## src/hdl/aac_pkg.sv

```systemverilog
// ----------------------------------------------------------------------------
// aac_pkg
// Shared constants, types and helpers for the load adaptive admission control.
// ----------------------------------------------------------------------------
package aac_pkg;

    localparam int NUM_CONNS       = 64;
    localparam int NUM_FILER_CONNS = 8;
    localparam int AVG_SHIFT       = 3;

    localparam int FILER_N = (NUM_FILER_CONNS < NUM_CONNS) ? NUM_FILER_CONNS : NUM_CONNS;
    localparam int CONN_AW = (NUM_CONNS > 1) ? $clog2(NUM_CONNS) : 1;

    localparam int ACT_W      = 3;
    localparam int IDX_W      = 8;
    localparam int LAT_W      = 48;
    localparam int LOAD_IN_W  = 8;
    localparam int DEC_W      = 2;
    localparam int CNT_W      = 16;
    localparam int LF_W       = 2;
    localparam int SLOW_CNT_W = 8;
    localparam int CFG_IDX_W  = 2;
    localparam int CFG_DATA_W = 48;

    localparam logic [ACT_W-1:0] ACT_CONN_ADMIT   = 3'd0;
    localparam logic [ACT_W-1:0] ACT_GLOBAL_ADMIT = 3'd1;
    localparam logic [ACT_W-1:0] ACT_START        = 3'd2;
    localparam logic [ACT_W-1:0] ACT_COMPLETE     = 3'd3;
    localparam logic [ACT_W-1:0] ACT_LOAD         = 3'd4;

    localparam logic [DEC_W-1:0] DEC_ADMIT  = 2'd0;
    localparam logic [DEC_W-1:0] DEC_QUEUE  = 2'd1;
    localparam logic [DEC_W-1:0] DEC_REJECT = 2'd2;

    localparam logic [CFG_IDX_W-1:0] CFG_GLOBAL_LIMIT   = 2'd0;
    localparam logic [CFG_IDX_W-1:0] CFG_PER_CONN_LIMIT = 2'd1;
    localparam logic [CFG_IDX_W-1:0] CFG_SLOW_THRESHOLD = 2'd2;

    localparam logic [LF_W-1:0]  LF_MAX    = 2'd3;
    localparam logic [CNT_W-1:0] CNT_MAX   = '1;
    localparam logic [SLOW_CNT_W-1:0] SLOW_CNT_MAX = '1;

    typedef struct packed {
        logic [CNT_W-1:0] in_flight;
        logic [LF_W-1:0]  load;
        logic [LAT_W-1:0] avg;
        logic             slow;
    } entry_t;

    localparam int ENTRY_W = $bits(entry_t);

    typedef struct packed {
        logic [DEC_W-1:0] dec;
        logic             wr;
        logic             is_complete;
        entry_t           entry;
        logic [CNT_W-1:0] gif_next;
    } calc_t;

    function automatic logic [CNT_W-1:0] scale_limit(input logic [CNT_W-1:0] lim,
                                                    input logic [LF_W-1:0]  lf);
        logic [CNT_W+1:0] t3;
        logic [CNT_W-1:0] m;
        t3 = {2'b00, lim} + {1'b0, lim, 1'b0};
        case (lf)
            2'd3:    m = {2'b00, lim[CNT_W-1:2]};
            2'd2:    m = {1'b0, lim[CNT_W-1:1]};
            2'd1:    m = t3[CNT_W+1:2];
            default: m = lim;
        endcase
        if (m == '0) begin
            m = CNT_W'(1);
        end
        return m;
    endfunction

    function automatic logic [DEC_W-1:0] over_limit(input logic [LF_W-1:0] lf);
        return (lf == LF_MAX) ? DEC_REJECT : DEC_QUEUE;
    endfunction

endpackage

```

## src/hdl/aac_ram.sv

```systemverilog
// ----------------------------------------------------------------------------
// aac_ram
// Generic single-write, single-read RAM with registered read data.
// ----------------------------------------------------------------------------
module aac_ram #(
    parameter int WIDTH = 8,
    parameter int DEPTH = 16
) (
    input  logic                                        aclk,
    input  logic                                        we,
    input  logic [((DEPTH > 1) ? $clog2(DEPTH) : 1)-1:0] waddr,
    input  logic [WIDTH-1:0]                            wdata,
    input  logic                                        re,
    input  logic [((DEPTH > 1) ? $clog2(DEPTH) : 1)-1:0] raddr,
    output logic [WIDTH-1:0]                            rdata
);

    logic [WIDTH-1:0] mem [DEPTH];

    always_ff @(posedge aclk) begin
        if (we) begin
            mem[waddr] <= wdata;
        end
        if (re) begin
            rdata <= mem[raddr];
        end
    end

endmodule

```

## src/hdl/aac_calc.sv

```systemverilog
// ----------------------------------------------------------------------------
// aac_calc
// Per-item datapath: limit scaling, admit decision, counter, EWMA and load factor update.
// ----------------------------------------------------------------------------
module aac_calc (
    input  logic [aac_pkg::ACT_W-1:0]     action,
    input  logic [aac_pkg::LAT_W-1:0]     latency_ns,
    input  logic [aac_pkg::LOAD_IN_W-1:0] load_in,
    input  logic                          idx_ok,
    input  logic                          entry_ok,
    input  aac_pkg::entry_t               rd_entry,
    input  logic [aac_pkg::CNT_W-1:0]     global_limit,
    input  logic [aac_pkg::CNT_W-1:0]     per_conn_limit,
    input  logic [aac_pkg::CNT_W-1:0]     gif,
    input  logic [aac_pkg::LF_W-1:0]      max_filer_lf,
    output aac_pkg::calc_t                res
);
    import aac_pkg::*;

    entry_t           old_e;
    logic [CNT_W-1:0] m_conn;
    logic [CNT_W-1:0] m_glob;

    always_comb begin
        old_e  = entry_ok ? rd_entry : '0;
        m_conn = scale_limit(per_conn_limit, old_e.load);
        m_glob = scale_limit(global_limit, max_filer_lf);

        res             = '0;
        res.entry       = old_e;
        res.gif_next    = gif;
        res.dec         = DEC_ADMIT;
        res.is_complete = (action == ACT_COMPLETE);

        case (action)
            ACT_CONN_ADMIT: begin
                if (idx_ok && ((gif >= global_limit) || (old_e.in_flight >= m_conn))) begin
                    res.dec = over_limit(old_e.load);
                end
            end
            ACT_GLOBAL_ADMIT: begin
                if (gif >= m_glob) begin
                    res.dec = over_limit(max_filer_lf);
                end
            end
            ACT_START: begin
                if (idx_ok) begin
                    res.wr = 1'b1;
                    if (old_e.in_flight != CNT_MAX) begin
                        res.entry.in_flight = old_e.in_flight + CNT_W'(1);
                    end
                    if (gif != CNT_MAX) begin
                        res.gif_next = gif + CNT_W'(1);
                    end
                end
            end
            ACT_COMPLETE: begin
                if (idx_ok) begin
                    res.wr = 1'b1;
                    if (old_e.in_flight != '0) begin
                        res.entry.in_flight = old_e.in_flight - CNT_W'(1);
                    end
                    if (gif != '0) begin
                        res.gif_next = gif - CNT_W'(1);
                    end
                    res.entry.avg = old_e.avg - (old_e.avg >> AVG_SHIFT)
                                    + (latency_ns >> AVG_SHIFT);
                end
            end
            ACT_LOAD: begin
                if (idx_ok) begin
                    res.wr = 1'b1;
                    res.entry.load = (load_in > LOAD_IN_W'(LF_MAX)) ? LF_MAX
                                                                      : load_in[LF_W-1:0];
                end
            end
            default: begin
            end
        endcase
    end

endmodule

```

## src/hdl/load_adaptive_admission_control.sv

```systemverilog
// ----------------------------------------------------------------------------
// load_adaptive_admission_control
// Connection admission control with load scaling and EWMA latency tracking.
// ----------------------------------------------------------------------------
// The connection table (in-flight count, load factor, latency average and slow
// flag per connection) lives in one RAM with a registered read. The RAM read
// is issued at acceptance, the next cycle computes the decision and the new
// entry from the read data, and the write-back state compares the new average
// with the slow threshold and writes the entry back while loading the result
// register. A stalled result register holds the item in its write-back state.
// Per-entry valid bits make the table read as zero after reset, so there is no
// clearing pass. The filer load factors are mirrored in flops, so a global
// admit needs no table read data.
module load_adaptive_admission_control (
    input  logic                             aclk,
    input  logic                             aresetn,

    input  logic                             s_valid,
    output logic                             s_ready,
    input  logic [aac_pkg::ACT_W-1:0]        s_action,
    input  logic [aac_pkg::IDX_W-1:0]        s_conn_index,
    input  logic [aac_pkg::LAT_W-1:0]        s_latency_ns,
    input  logic [aac_pkg::LOAD_IN_W-1:0]    s_load_in,

    output logic                             m_valid,
    input  logic                             m_ready,
    output logic [aac_pkg::DEC_W-1:0]        m_decision,
    output logic [aac_pkg::CNT_W-1:0]        m_conn_in_flight,
    output logic [aac_pkg::LF_W-1:0]         m_conn_load,
    output logic                             m_conn_is_slow,
    output logic [aac_pkg::CNT_W-1:0]        m_total_in_flight,
    output logic [aac_pkg::SLOW_CNT_W-1:0]   m_slow_count,

    input  logic                             cfg_wr_en,
    input  logic [aac_pkg::CFG_IDX_W-1:0]    cfg_addr,
    input  logic [aac_pkg::CFG_DATA_W-1:0]   cfg_wdata
);
    import aac_pkg::*;

    typedef enum logic [1:0] {ST_IDLE, ST_CALC, ST_WB} state_t;

    state_t                state_reg, state_next;

    logic [CNT_W-1:0]      glimit_reg;
    logic [CNT_W-1:0]      climit_reg;
    logic [LAT_W-1:0]      thr_reg;

    logic [ACT_W-1:0]      act_reg;
    logic [IDX_W-1:0]      idx_reg;
    logic [LAT_W-1:0]      lat_reg;
    logic [LOAD_IN_W-1:0]  lin_reg;
    logic                  idx_ok_reg;

    logic [CNT_W-1:0]      gif_reg;
    logic [SLOW_CNT_W-1:0] slow_cnt_reg, slow_cnt_next;
    logic                  vld_reg [NUM_CONNS];
    logic [LF_W-1:0]       filer_lf_reg [FILER_N];
    calc_t                 calc_reg;

    logic                  m_valid_reg;
    logic [DEC_W-1:0]      m_dec_reg;
    entry_t                m_entry_reg;
    logic [CNT_W-1:0]      m_total_reg;
    logic [SLOW_CNT_W-1:0] m_slow_cnt_reg;

    logic                  accept;
    logic                  out_free;
    logic                  commit;
    logic                  ram_we;
    logic [ENTRY_W-1:0]    ram_rdata;
    entry_t                rd_entry;
    logic                  entry_ok;
    logic [LF_W-1:0]       max_lf;
    calc_t                 calc_res;
    logic                  now_slow;
    entry_t                wb_entry;
    logic                  has3, has2, has1;

    assign s_ready  = (state_reg == ST_IDLE);
    assign accept   = s_valid && s_ready;
    assign out_free = !m_valid_reg || m_ready;
    assign commit   = (state_reg == ST_WB) && out_free;
    assign ram_we   = commit && calc_reg.wr;
    assign rd_entry = entry_t'(ram_rdata);
    assign entry_ok = idx_ok_reg && vld_reg[idx_reg[CONN_AW-1:0]];

    aac_ram #(
        .WIDTH (ENTRY_W),
        .DEPTH (NUM_CONNS)
    ) u_table (
        .aclk  (aclk),
        .we    (ram_we),
        .waddr (idx_reg[CONN_AW-1:0]),
        .wdata (ENTRY_W'(wb_entry)),
        .re    (accept),
        .raddr (s_conn_index[CONN_AW-1:0]),
        .rdata (ram_rdata)
    );

    always_comb begin
        has3 = 1'b0;
        has2 = 1'b0;
        has1 = 1'b0;
        for (int i = 0; i < FILER_N; i++) begin
            has3 |= (filer_lf_reg[i] == 2'd3);
            has2 |= (filer_lf_reg[i] == 2'd2);
            has1 |= (filer_lf_reg[i] == 2'd1);
        end
        max_lf = has3 ? 2'd3 : (has2 ? 2'd2 : (has1 ? 2'd1 : 2'd0));
    end

    aac_calc u_calc (
        .action         (act_reg),
        .latency_ns     (lat_reg),
        .load_in        (lin_reg),
        .idx_ok         (idx_ok_reg),
        .entry_ok       (entry_ok),
        .rd_entry       (rd_entry),
        .global_limit   (glimit_reg),
        .per_conn_limit (climit_reg),
        .gif            (gif_reg),
        .max_filer_lf   (max_lf),
        .res            (calc_res)
    );

    always_comb begin
        now_slow      = (calc_reg.entry.avg > thr_reg);
        wb_entry      = calc_reg.entry;
        slow_cnt_next = slow_cnt_reg;
        if (calc_reg.is_complete && idx_ok_reg) begin
            wb_entry.slow = now_slow;
            if (now_slow != calc_reg.entry.slow) begin
                if (now_slow) begin
                    if (slow_cnt_reg != SLOW_CNT_MAX) begin
                        slow_cnt_next = slow_cnt_reg + SLOW_CNT_W'(1);
                    end
                end else if (slow_cnt_reg != '0) begin
                    slow_cnt_next = slow_cnt_reg - SLOW_CNT_W'(1);
                end
            end
        end
    end

    always_comb begin
        state_next = state_reg;
        unique case (state_reg)
            ST_IDLE: if (accept) state_next = ST_CALC;
            ST_CALC: state_next = ST_WB;
            ST_WB:   if (out_free) state_next = ST_IDLE;
            default: state_next = ST_IDLE;
        endcase
    end

    always_ff @(posedge aclk) begin
        if (!aresetn) begin
            state_reg    <= ST_IDLE;
            m_valid_reg  <= 1'b0;
            gif_reg      <= '0;
            slow_cnt_reg <= '0;
            glimit_reg   <= CNT_W'(256);
            climit_reg   <= CNT_W'(64);
            thr_reg      <= LAT_W'(10000000);
            for (int i = 0; i < NUM_CONNS; i++) begin
                vld_reg[i] <= 1'b0;
            end
            for (int i = 0; i < FILER_N; i++) begin
                filer_lf_reg[i] <= '0;
            end
        end else begin
            state_reg <= state_next;

            if (cfg_wr_en) begin
                unique case (cfg_addr)
                    CFG_GLOBAL_LIMIT:   glimit_reg <= cfg_wdata[CNT_W-1:0];
                    CFG_PER_CONN_LIMIT: climit_reg <= cfg_wdata[CNT_W-1:0];
                    CFG_SLOW_THRESHOLD: thr_reg    <= cfg_wdata[LAT_W-1:0];
                    default: ;
                endcase
            end

            if (commit) begin
                m_valid_reg  <= 1'b1;
                gif_reg      <= calc_reg.gif_next;
                slow_cnt_reg <= slow_cnt_next;
                if (calc_reg.wr) begin
                    vld_reg[idx_reg[CONN_AW-1:0]] <= 1'b1;
                end
                if (act_reg == ACT_LOAD && idx_ok_reg) begin
                    for (int i = 0; i < FILER_N; i++) begin
                        if (idx_reg == IDX_W'(i)) begin
                            filer_lf_reg[i] <= wb_entry.load;
                        end
                    end
                end
            end else if (m_ready) begin
                m_valid_reg <= 1'b0;
            end
        end
    end

    always_ff @(posedge aclk) begin
        if (accept) begin
            act_reg    <= s_action;
            idx_reg    <= s_conn_index;
            lat_reg    <= s_latency_ns;
            lin_reg    <= s_load_in;
            idx_ok_reg <= ({1'b0, s_conn_index} < (IDX_W + 1)'(NUM_CONNS));
        end
        if (state_reg == ST_CALC) begin
            calc_reg <= calc_res;
        end
        if (commit) begin
            m_dec_reg      <= calc_reg.dec;
            m_entry_reg    <= wb_entry;
            m_total_reg    <= calc_reg.gif_next;
            m_slow_cnt_reg <= slow_cnt_next;
        end
    end

    assign m_valid           = m_valid_reg;
    assign m_decision        = m_dec_reg;
    assign m_conn_in_flight  = m_entry_reg.in_flight;
    assign m_conn_load       = m_entry_reg.load;
    assign m_conn_is_slow    = m_entry_reg.slow;
    assign m_total_in_flight = m_total_reg;
    assign m_slow_count      = m_slow_cnt_reg;

`ifndef ASSERT_OFF
    a_ram_we_wb: assert property (@(posedge aclk) disable iff (!aresetn)
        ram_we |-> (state_reg == ST_WB && out_free))
        else $error("table write outside write-back");

    a_accept_calc: assert property (@(posedge aclk) disable iff (!aresetn)
        (s_valid && s_ready) |=> (state_reg == ST_CALC && !s_ready))
        else $error("accepted item did not enter calc");

    a_gif_change: assert property (@(posedge aclk) disable iff (!aresetn)
        ($past(aresetn) && gif_reg != $past(gif_reg)) |-> ($past(state_reg) == ST_WB))
        else $error("global count changed outside write-back");

    a_slow_change: assert property (@(posedge aclk) disable iff (!aresetn)
        ($past(aresetn) && slow_cnt_reg != $past(slow_cnt_reg))
            |-> ($past(state_reg) == ST_WB && $past(act_reg) == ACT_COMPLETE))
        else $error("slow count changed without a complete");

    a_mvalid_rise: assert property (@(posedge aclk) disable iff (!aresetn)
        ($past(aresetn) && $rose(m_valid_reg)) |-> ($past(state_reg) == ST_WB))
        else $error("result raised without write-back");
`endif

endmodule

```

## config.mk

```make
export PLATFORM = sky130hd
export DESIGN_NAME = load_adaptive_admission_control
export DESIGN_NICKNAME = d
export VERILOG_FILES = /design/src/hdl/aac_pkg.sv /design/src/hdl/aac_ram.sv /design/src/hdl/aac_calc.sv /design/src/hdl/load_adaptive_admission_control.sv
export SDC_FILE = /design/constraint.sdc
export NUM_CORES = 2
export LEC_CHECK = 0
export BUFFER_PORTS_ARGS = -buffer_cell sky130_fd_sc_hd__buf_4
export CAP_MARGIN = 10
export CORE_MARGIN = 3
export CORE_UTILIZATION = 44
export CTS_CLUSTER_SIZE = 25
export DETAILED_ROUTE_END_ITERATION = 10
export PLACE_DENSITY = 0.56
export SLEW_MARGIN = 30
export SYNTH_ARGS = -nofsm -noshare
export SYNTH_HDL_FRONTEND = slang
export SYNTH_HIERARCHICAL = 1
export SYNTH_MEMORY_MAX_BITS = 65536
export SYNTH_SLANG_ARGS = --single-unit
export TNS_END_PERCENT = 1
```

## constraint.sdc

```tcl
create_clock -name aclk -period 12.69 [get_ports aclk]
set_clock_uncertainty 0.1 [all_clocks]
set_input_delay 2.538 -clock aclk [delete_from_list [all_inputs] [get_ports aclk]]
set_output_delay 2.538 -clock aclk [all_outputs]
set_load 0.02 [all_outputs]
```

==> results.md <==
- Status: completed
- CTS buffer count: 480
- Final hold vios: 0
- LEAKAGE: 69.78 nW
- Fin. max-slew vios: 0
- Pre-Repair DR Iteration Count: 5
- Root Driver: clkbuf_16
- # nets final: 10610
- CTS sink cnt: 4745
- Max_cap viols: 0
- DRC viols: 0
- Global-route wire length before repair: 796.6 mm
- Gate power share: 5.2%
- Post-Synthesis Cells: 9846
- GRT Overall Usage: 25.55%
- Crit path DAT: 7.95 ns
- Tcrit/Tclk final: 57.56%
- Synth Cell Area: 190000 µm²
- Worst-margin pin slew: 1.077 ns
- RSZ-0062 raised after global routing: no
- Slew HR: 28.21%
- Sw Ratio: 21.76%
- Area of the core: 428800 µm²
- Post-place setup slack: 5.172 ns
- First DRT Iteration DRCs: 12940
- Cts hold-fix bufs: 0
- Largest net degree at the start of global routing: 103
- TritonCTS clock tree: built
- Yosys warning count: 6
- # placed instances: 15460
- Area Growth Syn to Fin: 13.02%
- Layout Cells excl Fill: 16360
- Hold Path Depth: 0
- Initial Util: 44.32%
- Setup bufs post-CTS: 0
- Setup_tns: 0 ns
- Clock share of power: 42.5%
- Vias in the first global route: 102300
- Synth Area per Inst: 19.30 µm²
- Reg power frac: 52.3%
- Antenna violations before repair: 40
- Crit Path Class: flop to flop
- Die Span Y: 663.2 µm
- Mapped Nets: 10200
- H-tree depth: 5
- FILL cells: 34670
- I/O pins: 169
- Worst vdd ir: 0.1185 mV
- Drt wl/cell: 34.73 µm
- Ratio of cells with drive above 1 in the final layout: 22.49%
- Setup ws final: 5.385 ns
- Fin crit period: 7.305 ns
- WP data required: 13.33 ns
- Number of vias per cell: 6.244
- Global route overflow: 0
- Worst R2R Path Depth: 23
- Power Density: 153.0 nW/µm²
- Psw: 7.151 mW
- Total Wirelength: 568.2 mm
- Routability cong.: 0.8448
- Reg-to-reg slack, setup: 5.39 ns
- Hold Path Class: flop to flop
- Top achievable clock speed: 136.9 MHz
- Via count: 102200
- Critical Path Fanout Max: 55
- Pint: 25.72 mW
- Die Area: 439800 µm²
- Die W: 663.2 µm
- Detail Route Antenna Nets: 0
- CTS clk-pin slew, worst paths: 0.06 ns
- Clk_lat worst skew: 1.02 ns
- CP endpoint kind: flop
- Max Root-Sink Buffers: 4
- Hold_sp: calc_reg[86]
- # setup viols final: 0
- Max reg flops: 4288
- DP HPWL: 323.2 mm
- Tot Pwr: 32.87 mW
- Post-CTS sizing: 0
- Startpoint Class: flop
- I/O Buffers: 165
- Rows: 240
- Worst hold endpoint: m_decision[1]
- RR Endpoint: calc_reg[85]
## worst max-delay path by stage
stage                  from                 end  slack, ns  depth (start not counted)
global route           flop        calc_reg[85]       4.84                         23
CTS                    flop        calc_reg[85]       5.16                         23
detailed placement     flop        calc_reg[85]       5.17                         23
floorplan           m_ready  u_table/mem[32][0]       4.17                          6
finish                 flop        calc_reg[85]       5.39                         23
global placement       flop        calc_reg[85]       4.74                         23
## power by group through the flow
stage	registers, mW	clock network [mW]	logic (mW)
after floorplan	17.6	0	1.03
after global placement	17.5	0	1.69
after detailed placement	17.5	0	1.71
after CTS	17.2	14.2	1.71
after global routing	17.2	14.8	1.83
final	17.2	14.0	1.71
## layout by cell type, fill, tap and decap left out, types with 108 or more instances in the layout
master / instances
clkinv_1: 110
o21ai_0: 124
a22oi_1: 145
mux4_2: 1104
clkbuf_1: 108
edfxtp_1: 4568
nand2_1: 609
nor2_1: 150
nand3_1: 251
dfxtp_1: 175
mux2i_1: 149
nand4_1: 133
ha_1: 183
buf_4: 419
clkbuf_16: 489
a21oi_1: 137
inv_1: 324
## worst max-delay path, cell delays in order, from the launching register on
cell and delay, ns:
dfxtp_2 0.73, mux4_2 0.59, mux4_2 0.50, mux4_2 0.53, and2_4 0.41, and3_1 0.42
nand2_1 0.11, o21ai_1 0.07, a221oi_1 0.38, and3_1 0.22, nand4_1 0.11, nor4_1 0.29
nand4_1 0.13, o31ai_1 0.28, ha_1 0.28, nand2b_1 0.14, a21o_1 0.17, a21o_1 0.17
a21o_1 0.17, a21o_1 0.18, a2111oi_0 0.45, o21ai_1 0.15, a21oi_1 0.22, o221ai_1 0.15
## per-layer routing
layer / vias to the layer above / wire [µm] / global-route usage (%)
met5: - / 34 / 0
met4: 4 / 15180 / 6.355
met3: 767 / 48390 / 4.162
met2: 4693 / 271700 / 41.49
met1: 55590 / 233000 / 36.30
li1: 41100 / - / -
## stage by stage
stage | util [%] | hold WS, ns | cell area, µm²
3_3_place_gp | 46.44 | 0.3436 | 199100
4_1_cts | 50.06 | 0.3462 | 214700
2_1_floorplan | - | 0.3003 | 190000
5_1_grt | 50.08 | 0.3513 | 214800
6_report | 50.09 | 0.3381 | 214800
3_5_place_dp | 46.46 | 0.3320 | 199200
## final cells by class
type	count	area [µm²]	share of cell area (%)
clock buffer	604	12740	5.931
tap	5687	7116	3.313
multi-input combinational	4242	46270	21.54
inverter	327	1229	0.5720
antenna	15	37.54	0.01748
sequential	4745	140700	65.51
timing repair buffer	464	3996	1.861
clock inverter	276	2683	1.249
No activity file was read; power rests on OpenSTA's default activity.
